<file path="src/design/exptok_pkg.sv">
`timescale 1ns / 1ps
// shared types, codes and character classes of the expression tokenizer
package exptok_pkg;

    localparam int RES_DEPTH = 8;
    localparam int RES_PTR_W = $clog2(RES_DEPTH);
    localparam int RES_CNT_W = $clog2(RES_DEPTH + 1);
    localparam int MAX_RES   = 3;

    localparam logic [1:0] EV_BYTE = 2'd0;
    localparam logic [1:0] EV_END  = 2'd1;
    localparam logic [1:0] EV_DONE = 2'd2;

    localparam logic [2:0] K_NUM   = 3'd0;
    localparam logic [2:0] K_OP    = 3'd1;
    localparam logic [2:0] K_IDENT = 3'd2;
    localparam logic [2:0] K_BOOL  = 3'd3;
    localparam logic [2:0] K_STR   = 3'd4;

    localparam logic [1:0] ST_OK        = 2'd0;
    localparam logic [1:0] ST_MALFORMED = 2'd1;
    localparam logic [1:0] ST_ILLEGAL   = 2'd2;

    localparam logic [3:0] KW_POS_MAX = 4'd15;
    localparam logic [3:0] FALSE_LEN  = 4'd5;
    localparam logic [3:0] TRUE_LEN   = 4'd9;

    typedef enum logic [2:0] {
        MODE_IDLE  = 3'd0,
        MODE_NUM   = 3'd1,
        MODE_CMP   = 3'd2,
        MODE_IDENT = 3'd3,
        MODE_STR   = 3'd4,
        MODE_ERR   = 3'd5
    } t_mode;

    typedef struct packed {
        logic [1:0] event_res;
        logic [2:0] kind;
        logic [7:0] byte_value;
        logic       has_point;
        logic       truth;
        logic [1:0] status;
        logic       last;
    } t_result;

    typedef struct packed {
        logic [1:0]              count;
        t_result [MAX_RES-1:0]   res;
    } t_push;

    function automatic logic is_digit(input logic [7:0] b);
        return (b >= "0") && (b <= "9");
    endfunction

    function automatic logic is_alpha(input logic [7:0] b);
        return ((b >= "a") && (b <= "z")) || ((b >= "A") && (b <= "Z"));
    endfunction

    function automatic logic is_op(input logic [7:0] b);
        logic r;
        unique case (b) inside
            "+", "-", "*", "/", "%", "^", "_", "=", "~",
            ">", "<", "&", "|", "(", ")", "[", "]", ",": r = 1'b1;
            default: r = 1'b0;
        endcase
        return r;
    endfunction

    function automatic logic [7:0] kw_false_char(input logic [3:0] pos);
        logic [7:0] c;
        unique case (pos)
            4'd0:    c = "F";
            4'd1:    c = "a";
            4'd2:    c = "l";
            4'd3:    c = "s";
            4'd4:    c = "o";
            default: c = 8'h00;
        endcase
        return c;
    endfunction

    function automatic logic [7:0] kw_true_char(input logic [3:0] pos);
        logic [7:0] c;
        unique case (pos)
            4'd0:    c = "V";
            4'd1:    c = "e";
            4'd2:    c = "r";
            4'd3:    c = "d";
            4'd4:    c = "a";
            4'd5:    c = "d";
            4'd6:    c = "e";
            4'd7:    c = "r";
            4'd8:    c = "o";
            default: c = 8'h00;
        endcase
        return c;
    endfunction

endpackage

</file>
<file path="src/design/exptok_if.sv">
`timescale 1ns / 1ps
// valid/ready channel interfaces for text bytes and token results
interface exptok_in_if;
    logic       valid;
    logic       ready;
    logic [7:0] text_byte;

    modport source (output valid, output text_byte, input ready);
    modport sink   (input valid, input text_byte, output ready);
endinterface

interface exptok_out_if;
    logic       valid;
    logic       ready;
    logic [1:0] event_res;
    logic [2:0] kind;
    logic [7:0] byte_value;
    logic       has_point;
    logic       truth;
    logic [1:0] status;
    logic       last;

    modport source (output valid, output event_res, output kind, output byte_value,
                    output has_point, output truth, output status, output last,
                    input ready);
    modport sink   (input valid, input event_res, input kind, input byte_value,
                    input has_point, input truth, input status, input last,
                    output ready);
endinterface

</file>
<file path="src/design/expression_tokenizer_core.sv">
`timescale 1ns / 1ps
// top level of the streaming expression tokenizer
//
//   channel   dir   payload                                          per transaction
//   i_text    in    text_byte                                        one text byte
//   o_res     out   event_res kind byte_value has_point truth        one result
//                   status last
//
// one text byte per cycle enters the input register and is classified the next cycle;
// it yields zero to three results, written at once into an eight-entry result queue
// the queue drains one result per cycle while the receiver is ready, so sustained
// rate is one byte per cycle while bytes average at most one result each
// a byte waits in the input register while the queue has fewer than three free slots
// synchronous active-low reset empties the input register and the result queue and returns the lexer to idle
module expression_tokenizer_core (
    input  logic           i_clk,
    input  logic           i_rst_n,
    exptok_in_if.sink      i_text,
    exptok_out_if.source   o_res
);

    exptok_pkg::t_push   w_push;
    logic                w_room;

    exptok_lexer u_lexer (
        .i_clk   (i_clk),
        .i_rst_n (i_rst_n),
        .i_text  (i_text),
        .i_room  (w_room),
        .o_push  (w_push)
    );

    exptok_fifo u_fifo (
        .i_clk   (i_clk),
        .i_rst_n (i_rst_n),
        .i_push  (w_push),
        .o_room  (w_room),
        .o_res   (o_res)
    );

    a_push_has_room: assert property (@(posedge i_clk) disable iff (!i_rst_n)
        (w_push.count != 2'd0) |-> w_room)
        else $error("results pushed without queue room");

    a_done_is_last: assert property (@(posedge i_clk) disable iff (!i_rst_n)
        (o_res.valid && (o_res.event_res == exptok_pkg::EV_DONE)) |-> o_res.last)
        else $error("done event not marked last");

    a_byte_only_on_byte_event: assert property (@(posedge i_clk) disable iff (!i_rst_n)
        (o_res.valid && (o_res.event_res != exptok_pkg::EV_BYTE))
        |-> (o_res.byte_value == 8'h00))
        else $error("byte value on a non-byte event");

    a_empty_after_reset: assert property (@(posedge i_clk)
        !i_rst_n |=> !o_res.valid)
        else $error("result valid right after reset");

endmodule

</file>
<file path="src/design/exptok_lexer.sv">
`timescale 1ns / 1ps
// input register, lexer state machine and per-byte result generation
module exptok_lexer (
    input  logic                 i_clk,
    input  logic                 i_rst_n,
    exptok_in_if.sink            i_text,
    input  logic                 i_room,
    output exptok_pkg::t_push    o_push
);

    logic                 r_in_valid;
    logic [7:0]           r_byte;
    exptok_pkg::t_mode    r_mode, n_mode;
    logic                 r_point, n_point;
    logic [3:0]           r_kpos, n_kpos;
    logic                 r_fmatch, n_fmatch;
    logic                 r_tmatch, n_tmatch;
    logic [1:0]           r_err, n_err;

    logic fire;
    logic is_term, is_space, is_dig, is_pt, is_opc, is_cmp, is_eq, is_quote;
    logic is_ident_start, is_ident_cont;

    assign fire         = r_in_valid && i_room;
    assign i_text.ready = !r_in_valid || fire;

    always_ff @(posedge i_clk) begin
        if (!i_rst_n) begin
            r_in_valid <= 1'b0;
        end else if (i_text.ready) begin
            r_in_valid <= i_text.valid;
        end
    end

    always_ff @(posedge i_clk) begin
        if (i_text.valid && i_text.ready) begin
            r_byte <= i_text.text_byte;
        end
    end

    // character classes
    always_comb begin
        is_term        = (r_byte == 8'h00);
        is_space       = (r_byte == " ") || (r_byte == 8'h09);
        is_dig         = exptok_pkg::is_digit(r_byte);
        is_pt          = (r_byte == ".");
        is_opc         = exptok_pkg::is_op(r_byte);
        is_cmp         = (r_byte == ">") || (r_byte == "<");
        is_eq          = (r_byte == "=");
        is_quote       = (r_byte == "\"");
        is_ident_start = exptok_pkg::is_alpha(r_byte) || (r_byte == ":");
        is_ident_cont  = is_ident_start || is_dig || (r_byte == "_");
    end

    // next state
    always_comb begin
        logic do_start;
        logic do_ident;
        do_start = 1'b0;
        do_ident = 1'b0;
        n_mode   = r_mode;
        n_point  = r_point;
        n_kpos   = r_kpos;
        n_fmatch = r_fmatch;
        n_tmatch = r_tmatch;
        n_err    = r_err;
        if (is_term) begin
            n_mode   = exptok_pkg::MODE_IDLE;
            n_point  = 1'b0;
            n_kpos   = 4'd0;
            n_fmatch = 1'b0;
            n_tmatch = 1'b0;
            n_err    = exptok_pkg::ST_OK;
        end else begin
            unique case (r_mode)
                exptok_pkg::MODE_NUM: begin
                    if (is_pt) begin
                        if (r_point) begin
                            n_err  = exptok_pkg::ST_MALFORMED;
                            n_mode = exptok_pkg::MODE_ERR;
                        end else begin
                            n_point = 1'b1;
                        end
                    end else if (!is_dig) begin
                        do_start = 1'b1;
                    end
                end
                exptok_pkg::MODE_CMP: begin
                    if (is_eq) begin
                        n_mode = exptok_pkg::MODE_IDLE;
                    end else begin
                        do_start = 1'b1;
                    end
                end
                exptok_pkg::MODE_IDENT: begin
                    if (is_ident_cont) begin
                        do_ident = 1'b1;
                    end else begin
                        do_start = 1'b1;
                    end
                end
                exptok_pkg::MODE_STR: begin
                    if (is_quote) begin
                        n_mode = exptok_pkg::MODE_IDLE;
                    end
                end
                exptok_pkg::MODE_ERR: begin
                    n_mode = exptok_pkg::MODE_ERR;
                end
                default: begin
                    do_start = 1'b1;
                end
            endcase
            if (do_start) begin
                n_mode = exptok_pkg::MODE_IDLE;
                if (is_dig || is_pt) begin
                    n_mode  = exptok_pkg::MODE_NUM;
                    n_point = is_pt;
                end else if (is_opc) begin
                    n_mode = is_cmp ? exptok_pkg::MODE_CMP : exptok_pkg::MODE_IDLE;
                end else if (is_ident_start) begin
                    n_mode   = exptok_pkg::MODE_IDENT;
                    n_kpos   = 4'd1;
                    n_fmatch = (r_byte == exptok_pkg::kw_false_char(4'd0));
                    n_tmatch = (r_byte == exptok_pkg::kw_true_char(4'd0));
                end else if (is_quote) begin
                    n_mode = exptok_pkg::MODE_STR;
                end else if (!is_space) begin
                    n_err  = exptok_pkg::ST_ILLEGAL;
                    n_mode = exptok_pkg::MODE_ERR;
                end
            end
            if (do_ident) begin
                n_fmatch = r_fmatch && (r_kpos < exptok_pkg::FALSE_LEN)
                           && (exptok_pkg::kw_false_char(r_kpos) == r_byte);
                n_tmatch = r_tmatch && (r_kpos < exptok_pkg::TRUE_LEN)
                           && (exptok_pkg::kw_true_char(r_kpos) == r_byte);
                n_kpos   = r_kpos + {3'b000, (r_kpos != exptok_pkg::KW_POS_MAX)};
            end
        end
    end

    always_ff @(posedge i_clk) begin
        if (!i_rst_n) begin
            r_mode   <= exptok_pkg::MODE_IDLE;
            r_point  <= 1'b0;
            r_kpos   <= 4'd0;
            r_fmatch <= 1'b0;
            r_tmatch <= 1'b0;
            r_err    <= exptok_pkg::ST_OK;
        end else if (fire) begin
            r_mode   <= n_mode;
            r_point  <= n_point;
            r_kpos   <= n_kpos;
            r_fmatch <= n_fmatch;
            r_tmatch <= n_tmatch;
            r_err    <= n_err;
        end
    end

    // results for the byte in the input register
    always_comb begin
        logic                              close_v, byte_v, end_v, done_v, do_start;
        exptok_pkg::t_result               close_r, byte_r, end_r, done_r;
        exptok_pkg::t_result [2:0]         slots;
        logic [1:0]                        n;
        close_v  = 1'b0;
        byte_v   = 1'b0;
        end_v    = 1'b0;
        done_v   = 1'b0;
        do_start = 1'b0;
        close_r  = '0;
        byte_r   = '0;
        end_r    = '0;
        done_r   = '0;
        slots    = '0;
        n        = 2'd0;

        close_r.event_res = exptok_pkg::EV_END;
        unique case (r_mode)
            exptok_pkg::MODE_NUM: begin
                close_r.kind      = exptok_pkg::K_NUM;
                close_r.has_point = r_point;
            end
            exptok_pkg::MODE_IDENT: begin
                if (r_fmatch && (r_kpos == exptok_pkg::FALSE_LEN)) begin
                    close_r.kind = exptok_pkg::K_BOOL;
                end else if (r_tmatch && (r_kpos == exptok_pkg::TRUE_LEN)) begin
                    close_r.kind  = exptok_pkg::K_BOOL;
                    close_r.truth = 1'b1;
                end else begin
                    close_r.kind = exptok_pkg::K_IDENT;
                end
            end
            exptok_pkg::MODE_STR: close_r.kind = exptok_pkg::K_STR;
            default:              close_r.kind = exptok_pkg::K_OP;
        endcase

        byte_r.event_res  = exptok_pkg::EV_BYTE;
        byte_r.byte_value = r_byte;
        end_r.event_res   = exptok_pkg::EV_END;
        end_r.kind        = exptok_pkg::K_OP;
        done_r.event_res  = exptok_pkg::EV_DONE;
        done_r.status     = r_err;

        if (is_term) begin
            close_v = (r_mode != exptok_pkg::MODE_IDLE) && (r_mode != exptok_pkg::MODE_ERR);
            done_v  = 1'b1;
        end else begin
            unique case (r_mode)
                exptok_pkg::MODE_NUM: begin
                    if (is_dig || (is_pt && !r_point)) begin
                        byte_v      = 1'b1;
                        byte_r.kind = exptok_pkg::K_NUM;
                    end else if (!is_pt) begin
                        close_v  = 1'b1;
                        do_start = 1'b1;
                    end
                end
                exptok_pkg::MODE_CMP: begin
                    if (is_eq) begin
                        byte_v      = 1'b1;
                        byte_r.kind = exptok_pkg::K_OP;
                        end_v       = 1'b1;
                    end else begin
                        close_v  = 1'b1;
                        do_start = 1'b1;
                    end
                end
                exptok_pkg::MODE_IDENT: begin
                    if (is_ident_cont) begin
                        byte_v      = 1'b1;
                        byte_r.kind = exptok_pkg::K_IDENT;
                    end else begin
                        close_v  = 1'b1;
                        do_start = 1'b1;
                    end
                end
                exptok_pkg::MODE_STR: begin
                    if (is_quote) begin
                        close_v = 1'b1;
                    end else begin
                        byte_v      = 1'b1;
                        byte_r.kind = exptok_pkg::K_STR;
                    end
                end
                exptok_pkg::MODE_ERR: begin
                    byte_v = 1'b0;
                end
                default: begin
                    do_start = 1'b1;
                end
            endcase
            if (do_start) begin
                if (is_dig || is_pt) begin
                    byte_v      = 1'b1;
                    byte_r.kind = exptok_pkg::K_NUM;
                end else if (is_opc) begin
                    byte_v      = 1'b1;
                    byte_r.kind = exptok_pkg::K_OP;
                    end_v       = !is_cmp;
                end else if (is_ident_start) begin
                    byte_v      = 1'b1;
                    byte_r.kind = exptok_pkg::K_IDENT;
                end
            end
        end

        if (close_v) begin
            slots[n] = close_r;
            n        = n + 2'd1;
        end
        if (byte_v) begin
            slots[n] = byte_r;
            n        = n + 2'd1;
        end
        if (end_v) begin
            slots[n] = end_r;
            n        = n + 2'd1;
        end
        if (done_v) begin
            slots[n] = done_r;
            n        = n + 2'd1;
        end
        if (n != 2'd0) begin
            slots[n - 2'd1].last = 1'b1;
        end

        o_push.res   = slots;
        o_push.count = fire ? n : 2'd0;
    end

endmodule

</file>
<file path="src/design/exptok_fifo.sv">
`timescale 1ns / 1ps
// result queue taking up to three results per cycle and giving one while the receiver is ready
module exptok_fifo (
    input  logic                 i_clk,
    input  logic                 i_rst_n,
    input  exptok_pkg::t_push    i_push,
    output logic                 o_room,
    exptok_out_if.source         o_res
);

    exptok_pkg::t_result                      r_mem [exptok_pkg::RES_DEPTH];
    logic [exptok_pkg::RES_PTR_W-1:0]         r_wr, r_rd;
    logic [exptok_pkg::RES_CNT_W-1:0]         r_count;
    logic                                     pop;
    exptok_pkg::t_result                      head;

    assign pop    = o_res.valid && o_res.ready;
    assign o_room = r_count <= exptok_pkg::RES_CNT_W'(exptok_pkg::RES_DEPTH
                                                      - exptok_pkg::MAX_RES);

    always_ff @(posedge i_clk) begin
        for (int i = 0; i < exptok_pkg::MAX_RES; i++) begin
            if (2'(i) < i_push.count) begin
                r_mem[r_wr + exptok_pkg::RES_PTR_W'(i)] <= i_push.res[i];
            end
        end
    end

    always_ff @(posedge i_clk) begin
        if (!i_rst_n) begin
            r_wr    <= '0;
            r_rd    <= '0;
            r_count <= '0;
        end else begin
            r_wr    <= r_wr + exptok_pkg::RES_PTR_W'(i_push.count);
            r_rd    <= r_rd + exptok_pkg::RES_PTR_W'(pop);
            r_count <= r_count + exptok_pkg::RES_CNT_W'(i_push.count)
                       - exptok_pkg::RES_CNT_W'(pop);
        end
    end

    assign head             = r_mem[r_rd];
    assign o_res.valid      = (r_count != '0);
    assign o_res.event_res  = head.event_res;
    assign o_res.kind       = head.kind;
    assign o_res.byte_value = head.byte_value;
    assign o_res.has_point  = head.has_point;
    assign o_res.truth      = head.truth;
    assign o_res.status     = head.status;
    assign o_res.last       = head.last;

endmodule

</file>
<file path="src/flat_wrapper.sv">
// flat-port wrapper written by rule: the top's interface ports become plain ports
module expression_tokenizer_core_flat 
  (i_clk, i_rst_n, i_text_valid, i_text_text_byte, i_text_ready, o_res_valid, o_res_event_res, o_res_kind, o_res_byte_value, o_res_has_point, o_res_truth, o_res_status, o_res_last, o_res_ready);
  exptok_in_if i_text_i ();
  exptok_out_if o_res_i ();
  input  logic i_clk;
  input  logic i_rst_n;
  input wire logic [$bits(i_text_i.valid)-1:0] i_text_valid;
  input wire logic [$bits(i_text_i.text_byte)-1:0] i_text_text_byte;
  output wire logic [$bits(i_text_i.ready)-1:0] i_text_ready;
  output wire logic [$bits(o_res_i.valid)-1:0] o_res_valid;
  output wire logic [$bits(o_res_i.event_res)-1:0] o_res_event_res;
  output wire logic [$bits(o_res_i.kind)-1:0] o_res_kind;
  output wire logic [$bits(o_res_i.byte_value)-1:0] o_res_byte_value;
  output wire logic [$bits(o_res_i.has_point)-1:0] o_res_has_point;
  output wire logic [$bits(o_res_i.truth)-1:0] o_res_truth;
  output wire logic [$bits(o_res_i.status)-1:0] o_res_status;
  output wire logic [$bits(o_res_i.last)-1:0] o_res_last;
  input wire logic [$bits(o_res_i.ready)-1:0] o_res_ready;
  assign i_text_i.valid = i_text_valid;
  assign i_text_i.text_byte = i_text_text_byte;
  assign i_text_ready = i_text_i.ready;
  assign o_res_valid = o_res_i.valid;
  assign o_res_event_res = o_res_i.event_res;
  assign o_res_kind = o_res_i.kind;
  assign o_res_byte_value = o_res_i.byte_value;
  assign o_res_has_point = o_res_i.has_point;
  assign o_res_truth = o_res_i.truth;
  assign o_res_status = o_res_i.status;
  assign o_res_last = o_res_i.last;
  assign o_res_i.ready = o_res_ready;
  expression_tokenizer_core u_core (.i_clk(i_clk), .i_rst_n(i_rst_n), .i_text(i_text_i), .o_res(o_res_i));
endmodule
</file>
<file path="config.mk">
export PLATFORM = sky130hd
export DESIGN_NAME = expression_tokenizer_core_flat
export DESIGN_NICKNAME = d
export VERILOG_FILES = /design/src/design/exptok_pkg.sv /design/src/design/exptok_if.sv /design/src/design/expression_tokenizer_core.sv /design/src/design/exptok_lexer.sv /design/src/design/exptok_fifo.sv /design/src/flat_wrapper.sv
export SDC_FILE = /design/constraint.sdc
export NUM_CORES = 1
export LEC_CHECK = 0
export BUFFER_PORTS_ARGS = -buffer_cell sky130_fd_sc_hd__buf_2
export CORE_MARGIN = 3
export CORE_UTILIZATION = 66
export DETAILED_ROUTE_END_ITERATION = 8
export HOLD_SLACK_MARGIN = 0.08
export PLACE_DENSITY = 0.83
export SETUP_SLACK_MARGIN = 0.3
export SYNTH_ARGS = -nofsm -noshare
export SYNTH_HDL_FRONTEND = slang
export SYNTH_HIERARCHICAL = 1
export SYNTH_SLANG_ARGS = --single-unit
</file>
<file path="constraint.sdc">
create_clock -name i_clk -period 13.85 [get_ports i_clk]
set_input_delay 2.77 -clock i_clk [delete_from_list [all_inputs] [get_ports i_clk]]
set_output_delay 2.77 -clock i_clk [all_outputs]
set_load 0.05 [all_outputs]
</file>
### Word level (Yosys, flattened, before mapping)

Memories as Yosys holds them, arrays and structs flattened. A register that Yosys moved wholly into a read port is not among the register bits.
Index checks and enable logic that the tools add are counted.

* $add $sub $neg: 11
* $lt $le $gt $ge: 20
* eq/ne operators: 46
* muxes and demuxes: 129
* bitwise logic cells: 3
* reductions and logical operators: 42

Operators with widths (count)
* $mux 54: 4
* $bwmux 54: 3
* $demux 18 s2: 4
* $eq 8x6->1 const B: 16
* $eq 8x7->1 const B: 8
* $mux 1: 60
* $mux 18: 3
* $mux 3: 18
* $and 48x48->48: 1
* $not 48->48: 1
* $pmux 7 s5: 1
* $mux 2: 16
* $mux 4: 8
* $mux 8: 4
* $ne 4x4->1 const B: 5
* $logic_and 1x1->1: 18
* $pmux 3 s3: 2
* $reduce_or 18->1: 1
* $mux 17: 1
* $eq 8x8->1: 2
* $ge 8x7->1 const B: 2
* $le 8x7->1 const B: 2
* $pmux 1 s4: 4
* $lt 2x3->1 const B: 4
* other kinds (40): 63

* register bits after elaboration: 31
* RAM bits: 144
* bits in read-only memories: 112
* input port bits: 12
* output and inout port bits: 20
* logic and storage cells: 264
* memories: 2

Memory list
* u_core.u_fifo.r_mem: depth 8, width 18, rd ports 1, clocked after memory_dff 1, wr ports 3, RTL line exptok_fifo.sv:11 `exptok_pkg::t_result r_mem [exptok_pkg::RES_DEPTH];`
* (name not given): depth 16, width 7, rd ports 1, clocked after memory_dff 1, wr ports 0, RTL line exptok_pkg.sv:85 `unique case (pos)`

### Depth between registers and ports, before layout

Gate-level depths: netlist of the first run.

* depth after elaboration: 25
* mapped depth: 21
* gate-level depth less buffers: 18

### Modules after synthesis

Netlist of the first run, hierarchy kept.

Modules (own cells, without submodules)
* exptok_fifo: times used 1, cells an instance 1093, area each 10547.6 µm², sequential area each 4524.3 µm²
* exptok_lexer: times used 1, cells an instance 388, area each 2959.1 µm², sequential area each 640.6 µm²

### Least setup slack after synthesis of the first run

OpenSTA, ideal clock, no wires.

* path kind: reg-to-reg
* start point: reg u_core.u_lexer.r_byte[7]
* end point: mem u_core/u_fifo/r_mem[2][0] in the netlist's numbering, enable pin
* setup time: 400 ps
* data arrival time: 4819 ps
* required time: 13450 ps
* setup slack: 8632 ps
* cell stages (with the launch flop): 17
* path buffers: 0
* period minus slack after synthesis: 5218 ps
* cells stage by stage: edfxtp_1 -> or4b_4 -> or3_4 -> nand3_4 -> o211ai_2 -> o31a_1 -> o21ai_2 -> inv_1 -> ha_1 -> inv_1 -> ha_1 -> inv_1 -> nand2_1 -> a21oi_1 -> maj3_1 -> nand2b_1 -> o22ai_1

RTL lines
* start: declaration: RTL line exptok_lexer.sv:12 `logic [7:0] r_byte;`
* start signal: assignment: RTL line exptok_lexer.sv:37 `r_byte <= i_text.text_byte;`
* end: declaration: RTL line exptok_fifo.sv:11

==> out/qor.log, run 1 <==
INFO  status         outcome=complete, but fails checks
INFO  status         failed_checks=design-rule violations
INFO  final_layout   most_common_library_cell_in_the_layout_ignoring_fill_and_taps=sky130_fd_sc_hd__nand2_1
INFO  final_layout   layout.cells.most_common_list=sky130_fd_sc_hd__nand2_1, sky130_fd_sc_hd__nor3_1, sky130_fd_sc_hd__edfxtp_1
INFO  placed_design  place.gp.congestion=0.956
INFO  timing         final-hold-violation-count=0
INFO  floorplan      boundaryPins=32
INFO  placed_design  hpwlAfterDp=24.5mm
INFO  timing         setup-tns-final=0ns
INFO  route          detailroute.via_count=12300
INFO  floorplan      dieHeight=149µm
INFO  route          detail_route.wl_per_cell=24.8µm
INFO  job            drv_cap=0
INFO  power          power_frac_comb=31.2%
INFO  final_layout   layoutNonFillerInstCount=1655
INFO  timing         hold_slack=0.497ns
INFO  cts            clock_tree_root=sky130_fd_sc_hd__clkbuf_16
INFO  route          route.detailed.drc=4
INFO  route          wl=41.1mm
INFO  power          p_per_cell_area=123nW/µm²
INFO  final_layout   drive_above_1_share=13.8%
INFO  worst_setup_path start_kind=flip-flop
INFO  timing         max-slew-margin-rel=8.33%
INFO  power          leakagePower=4.39nW
INFO  route          drt_pre_antenna_iters=9
INFO  cts            cts_num_sinks=182
INFO  cts            worst_skew_pair.late_latency=0.44ns
INFO  worst_setup_path reg2reg_setup_slack=7.06ns
INFO  cts            ctsLongestPathBuffers=2
INFO  final_layout   synthToLayoutAreaGrowth=3.09%
INFO  logic_synthesis synth-seq-area-share=38.2%
INFO  logic_synthesis synth_cells=1481
INFO  worst_setup_path category_of_the_critical_setup_timing_path=flip-flop to flip-flop
INFO  cts            tritoncts=built
INFO  grt            grt_total_usage=37.0%
INFO  power          worst_ir_drop_vdd=0.0883mV
INFO  floorplan      placeableCoreArea=19800µm²
INFO  timing         final-setup-viol-count=0
INFO  final_layout   insertedDiodeCount=0
INFO  worst_setup_path critical_path_required=14.10ns
INFO  route          final_antenna_net_count=0
INFO  cts            postCtsResizedCells=0
INFO  floorplan      initial_core_utilization=68.3%
INFO  min_path       min_path_type=flip-flop to flip-flop
INFO  route          viasPerCell=7.46
INFO  logic_synthesis postSynthRegisterBits=182
INFO  final_layout   nNetsFinal=1412
INFO  floorplan      die_area=22200µm²
INFO  logic_synthesis synth-edff-count=152
INFO  grt            grt_max_degree=128
INFO  route          drtIter0Drc=2071
INFO  grt            antenna_found_initial=0
INFO  timing         worst-slew-pin-transition=1.38ns
INFO  logic_synthesis synth.yosys.warnings=6
INFO  logic_synthesis syn-cell-area=13500µm²
INFO  timing         layout_worst_path_cycle_share=49.0%
INFO  timing         post-route-min-period=6.79ns
INFO  power          net_switching_power_figure=0.604mW
INFO  logic_synthesis top_flip_flop_cell_by_instance_count_after_synthesis=sky130_fd_sc_hd__edfxtp_1
INFO  timing         drv_slew=0
INFO  cts            cts.hold.buffers_added=0
INFO  cts            cts_post_setup_buffers_inserted=0
INFO  logic_synthesis synth_cell_type_count=95
INFO  power          p_sw_share=35.3%
INFO  power          internal_power=1.11mW
INFO  worst_setup_path worst_setup_path_end_kind=flip-flop
INFO  placed_design  number_of_port_buffers=31
INFO  placed_design  placed_cell_count=1623
INFO  grt            grt_overflow_total=0
INFO  grt            global_route_wire_length_before_repair=64.0mm
INFO  timing         rsz0062_at_grt=no
INFO  final_layout   num-fill-cells=1477
INFO  grt            first_global_vias=11400
INFO  floorplan      row_count=51
INFO  logic_synthesis synth_async_sr_flop_share=0%
INFO  worst_setup_path worst-endpoint-arrival=7.04ns
INFO  timing         clock.fmax=147MHz
INFO  floorplan      die_x=149µm
INFO  power          share_clk_of_total_power=29.2%
INFO  cts            htree_levels=4
INFO  power          seqPwrFrac=39.6%
INFO  logic_synthesis synthesis.area_per_instance=9.12µm²
INFO  worst_setup_path crit_fanout=76
INFO  cts            clkTransAtPathRegs=0.07ns
INFO  cts            number_of_cts_inserted_buffers=17
INFO  timing         clock-skew-final=0.0133ns
final cells by class:
class	count	area (µm²)	area share [%]
multi-input cells	1084	7360	52.8
flip-flops and latches	182	5170	37.1
clock buffers	17	425	3.06
well taps	265	332	2.38
repair buffers	54	328	2.35
clock inverters	15	170	1.22
inverters	38	143	1.02
flip-flops by register name, indices dropped and copies added (netlist names), named ones only:
name / cells
u_core/u_fifo/r_wr: 3
u_core/u_lexer/r_fmatch: 1
u_core/u_lexer/r_byte: 8
u_core/u_lexer/r_kpos: 4
u_core/u_lexer/r_tmatch: 1
u_core/u_lexer/r_in_valid: 1
u_core/u_fifo/r_mem: 144
u_core/u_fifo/r_count: 4
u_core/u_fifo/r_rd: 3
u_core/u_lexer/r_point: 1
u_core/u_lexer/r_err: 2
u_core/u_lexer/r_mode: 3
synthesized netlist by cell type (9+ instances only):
master                     number  area share (%)
sky130_fd_sc_hd__nor4bb_1       9            0.67
sky130_fd_sc_hd__buf_1         21            0.58
sky130_fd_sc_hd__o22ai_1       11            0.51
sky130_fd_sc_hd__buf_2         47             1.7
sky130_fd_sc_hd__and4_1        18             1.2
sky130_fd_sc_hd__buf_6         13             1.1
sky130_fd_sc_hd__nand2_1      178             4.9
sky130_fd_sc_hd__buf_4         24             1.3
sky130_fd_sc_hd__mux2_2        16             1.3
sky130_fd_sc_hd__and4b_1       35             2.6
sky130_fd_sc_hd__ha_1          21             1.9
sky130_fd_sc_hd__xnor2_1       10            0.65
sky130_fd_sc_hd__dfxtp_1       30             4.4
sky130_fd_sc_hd__and2_1        29             1.3
sky130_fd_sc_hd__o21ai_0      131             4.9
sky130_fd_sc_hd__nand2b_1       9            0.42
sky130_fd_sc_hd__o21ai_1       35             1.3
sky130_fd_sc_hd__a31oi_1      146             6.8
sky130_fd_sc_hd__edfxtp_1     152              34
sky130_fd_sc_hd__nor2_1        39             1.1
sky130_fd_sc_hd__a21oi_1       27             1.0
sky130_fd_sc_hd__mux4_2        36             6.0
sky130_fd_sc_hd__or2_1         10            0.46
sky130_fd_sc_hd__and3_1         9            0.42
sky130_fd_sc_hd__inv_1         37             1.0
sky130_fd_sc_hd__clkbuf_1      81             2.3
sky130_fd_sc_hd__nand3_1       11            0.41
sky130_fd_sc_hd__nor3_1       156             5.8
worst max-delay path, stage by stage (launching register included):
cell	delay, ns
sky130_fd_sc_hd__edfxtp_1	0.69
sky130_fd_sc_hd__or4b_4	0.56
sky130_fd_sc_hd__or3_4	0.43
sky130_fd_sc_hd__nand3_4	0.12
sky130_fd_sc_hd__o211ai_2	0.17
sky130_fd_sc_hd__o31a_1	0.17
sky130_fd_sc_hd__o21ai_2	0.33
sky130_fd_sc_hd__inv_1	0.16
sky130_fd_sc_hd__ha_1	0.30
sky130_fd_sc_hd__inv_1	0.07
sky130_fd_sc_hd__ha_1	0.36
sky130_fd_sc_hd__inv_1	0.14
sky130_fd_sc_hd__nand2_1	0.09
sky130_fd_sc_hd__a21oi_1	0.81
sky130_fd_sc_hd__nand3b_4	0.85
sky130_fd_sc_hd__or2_1	0.95
sky130_fd_sc_hd__a31oi_1	0.39
cell families (layout without fill, tap and decap cells):
group                    after synthesis  in the layout  synth area share [%]
adder cells (fa/ha/maj)               24             24                  2.32
other                                  1             16                0.0278
flip-flops                           182            182                  38.2
buffers and inverters                230            124                  8.38
AO/OA/AOI/OAI                        406            406                  18.5
AND/OR/NAND/NOR                      567            567                  23.7
multiplexers                          57             57                  7.82
XOR/XNOR                              14             14                  1.02
power by group through the flow:
stage	combinational, mW	clock, mW	sequential [mW]
finish	0.533	0.500	0.678
floorplan	0.443	0	0.656
global route	0.570	0.523	0.680
global placement	0.507	0	0.686
detailed placement	0.521	0	0.688
CTS	0.524	0.499	0.676
stage by stage:
step           setup slack [ns]  power [mW]  utilization (%)  instance area (µm²)
6_report                   7.06        1.71             70.4                13900
5_1_grt                    6.78        1.77             70.4                13900
4_1_cts                    7.34        1.70             70.3                13900
3_5_place_dp               7.42        1.21             67.3                13300
3_3_place_gp               7.59        1.19             67.3                13300
2_1_floorplan              8.63        1.10                -                13600
final timing paths:
kind                                      to                      from  depth (start not counted)
setup / recovery  u_core/u_fifo/r_mem[6][17]  u_core/u_lexer/r_byte[5]                         16
hold / removal         u_core/u_fifo/r_rd[0]     u_core/u_fifo/r_rd[0]                          2
setup reg to reg  u_core/u_fifo/r_mem[6][17]  u_core/u_lexer/r_byte[5]                         16
hold reg to reg        u_core/u_fifo/r_rd[0]     u_core/u_fifo/r_rd[0]                          2
per-layer routing:
layer | track usage (%) | vias up | part of all wire [%]
met5 | 0 | - | 0
met4 | 15.7 | 0 | 5.5
met3 | 8.87 | 228 | 15
met2 | 58.5 | 1079 | 46
met1 | 49.1 | 5684 | 34
li1 | - | 5350 | -
(Power assumes the default switching activity.)
==> run 2, diff against run 1 <==
CORE_UTILIZATION = 58   (was 66)
PLACE_DENSITY = 0.78   (was 0.83)
clock period = 6.1 ns   (was 13.85 ns; I/O delays follow)
==> out/qor.log, run 2 (same netlist as run 1, synthesis figures left out) <==
INFO  placed_design  place.gp.congestion=0.926
INFO  grt            grt_total_usage=32.6%
INFO  min_path       min_path_type=flip-flop to flip-flop
INFO  status         outcome=finished, final reports clean
INFO  timing         fin_ws=0.628ns
INFO  power          leakagePower=4.52nW
INFO  final_layout   most_common_library_cell_in_the_layout_ignoring_fill_and_taps=sky130_fd_sc_hd__nand2_1
INFO  final_layout   final_core_utilization=62.2%
INFO  floorplan      boundaryPins=32
INFO  worst_setup_path critPathSlowestCell=sky130_fd_sc_hd__or2_1
INFO  timing         rsz0062_at_grt=no
INFO  final_layout   num-fill-cells=1877
INFO  cts            clock_tree_root=sky130_fd_sc_hd__clkbuf_16
INFO  worst_setup_path cpPeakStageDelay=0.87ns
INFO  timing         final-setup-viol-count=0
INFO  floorplan      die_x=159µm
INFO  timing         post-route-min-period=5.47ns
INFO  final_layout   area.sequential=5170µm²
INFO  final_layout   drive_above_1_share=15.5%
INFO  grt            global_route_wire_length_before_repair=63.9mm
INFO  final_layout   registers.top_by_ff_count=u_core/u_fifo/r_mem
INFO  cts            cts_num_sinks=182
INFO  placed_design  placed_cell_count=1685
INFO  power          p_per_cell_area=272nW/µm²
INFO  worst_setup_path crit_family=simple AND/OR/NAND/NOR gates
INFO  route          drtIter0Drc=1756
INFO  route          route.detailed.drc=0
INFO  job            drv_cap=0
INFO  worst_setup_path crit_fanout=18
INFO  timing         worst-slew-pin-transition=1.20ns
INFO  route          detail_route.wl_per_cell=23.7µm
INFO  worst_setup_path worst_setup_path_end_kind=flip-flop
INFO  grt            grt_max_degree=149
INFO  power          worst_ir_drop_vdd=0.202mV
INFO  floorplan      placeableCoreArea=22800µm²
INFO  cts            worst_skew_pair.late_latency=0.43ns
INFO  timing         setup-tns-final=0ns
INFO  placed_design  hpwlAfterDp=24.2mm
INFO  grt            first_global_vias=11500
INFO  final_layout   layout.cells.most_common_list=sky130_fd_sc_hd__nand2_1, sky130_fd_sc_hd__nor3_1, sky130_fd_sc_hd__edfxtp_1
INFO  cts            ctsLongestPathBuffers=2
INFO  cts            tritoncts=built
INFO  floorplan      initial_core_utilization=59.3%
INFO  cts            clkTransAtPathRegs=0.07ns
INFO  worst_setup_path crit_path_cell_trace=or4b_4, or3_4, nand3_4, o211ai_2, o31a_1, o21ai_2, inv_1, ha_1, inv_1, ha_1, inv_1, nand2_1, a21oi_2, buf_4, nand3b_4, or2_1, a31oi_1
INFO  placed_design  placedInstanceArea=13500µm²
INFO  worst_setup_path category_of_the_critical_setup_timing_path=flip-flop to flip-flop
INFO  floorplan      die_area=25200µm²
INFO  floorplan      row_count=55
INFO  final_layout   synthToLayoutAreaGrowth=4.89%
INFO  worst_setup_path critPathMostFrequentCell=sky130_fd_sc_hd__inv_1
INFO  final_layout   layoutNonFillerInstCount=1724
INFO  final_layout   nNetsFinal=1433
INFO  route          detailroute.via_count=12200
INFO  final_layout   largest_registers=u_core/u_fifo/r_mem: 144 flops, u_core/u_lexer/r_byte: 8 flops
INFO  worst_setup_path path_buf_inv=4
INFO  worst_setup_path worst-endpoint-arrival=5.59ns
INFO  timing         clock.fmax=183MHz
INFO  route          drt_pre_antenna_iters=8
INFO  placed_design  number_of_port_buffers=31
INFO  cts            htree_levels=4
INFO  route          viasPerCell=7.06
INFO  grt            antenna_found_initial=0
INFO  cts            cts.hold.buffers_added=0
INFO  cts            number_of_cts_inserted_buffers=17
INFO  floorplan      dieHeight=159µm
INFO  timing         final-hold-violation-count=0
INFO  route          wl=40.9mm
INFO  worst_setup_path start_kind=flip-flop
INFO  timing         clock-skew-final=0.00997ns
INFO  grt            grt_overflow_total=0
INFO  final_layout   postLayoutCellArea=14200µm²
INFO  timing         layout_worst_path_cycle_share=89.7%
INFO  worst_setup_path critical_path_required=6.22ns
INFO  timing         drv_slew=0
INFO  timing         max-slew-margin-rel=19.8%
INFO  final_layout   max_ffs_per_register=144
INFO  route          final_antenna_net_count=0
INFO  final_layout   area_of_the_multi_input_gates=7360µm²
INFO  placed_design  setup_slack_placement=0.594ns
INFO  final_layout   insertedDiodeCount=0
[run 2: stage by stage]
stage	power, mW	hold WS [ns]
6_report	3.86	0.497
5_1_grt	4.01	0.540
4_1_cts	3.83	0.502
3_5_place_dp	2.74	0.493
3_3_place_gp	2.72	0.468
2_1_floorplan	2.49	0.484
[run 2: metal layers]
layer  vias up  GRT usage [%]  wire length [µm]
li1       5397              -                 -
met1      5700           43.7             15000
met2       924           51.9             19200
met3       149           6.20              5070
met4         0           14.4              1580
met5         -              0                 0
[run 2: tightest hold or removal path: stages (launching register included)]
cell,delay [ns]
sky130_fd_sc_hd__dfxtp_2,0.33
sky130_fd_sc_hd__o21ai_0,0.07
sky130_fd_sc_hd__a21oi_1,0.06
[run 2: cell type report]
class	count	area share, %
multi-input combinational	1084	51.9
sequential	182	36.5
clock buffer	24	3.70
timing repair buffer	75	3.69
tap	313	2.76
inverter	38	1.01
clock inverter	8	0.415
[run 2: worst paths after layout]
path / cells past startpoint / slack, ns / startpoint / endpoint
worst max-delay path: 17 / 0.63 / u_core/u_lexer/r_byte[4] / u_core/u_fifo/r_mem[0][15]
worst min-delay path: 2 / 0.50 / u_core/u_fifo/r_rd[0] / u_core/u_fifo/r_rd[0]
worst max register to register: 17 / 0.63 / u_core/u_lexer/r_byte[4] / u_core/u_fifo/r_mem[0][15]
worst min register to register: 2 / 0.50 / u_core/u_fifo/r_rd[0] / u_core/u_fifo/r_rd[0]
[run 2: power breakdown]
group / total [mW] / internal, mW / switching, mW
Combinational: 1.23 / 0.464 / 0.769
Sequential: 1.52 / 1.45 / 0.0722
Clock: 1.11 / 0.609 / 0.500
[run 2: timing repair]
item,CTS,global route
buffers inserted,0,7
endpoints found under the setup margin,0,111
hold endpoints to repair,0,0
gates resized for setup,0,6
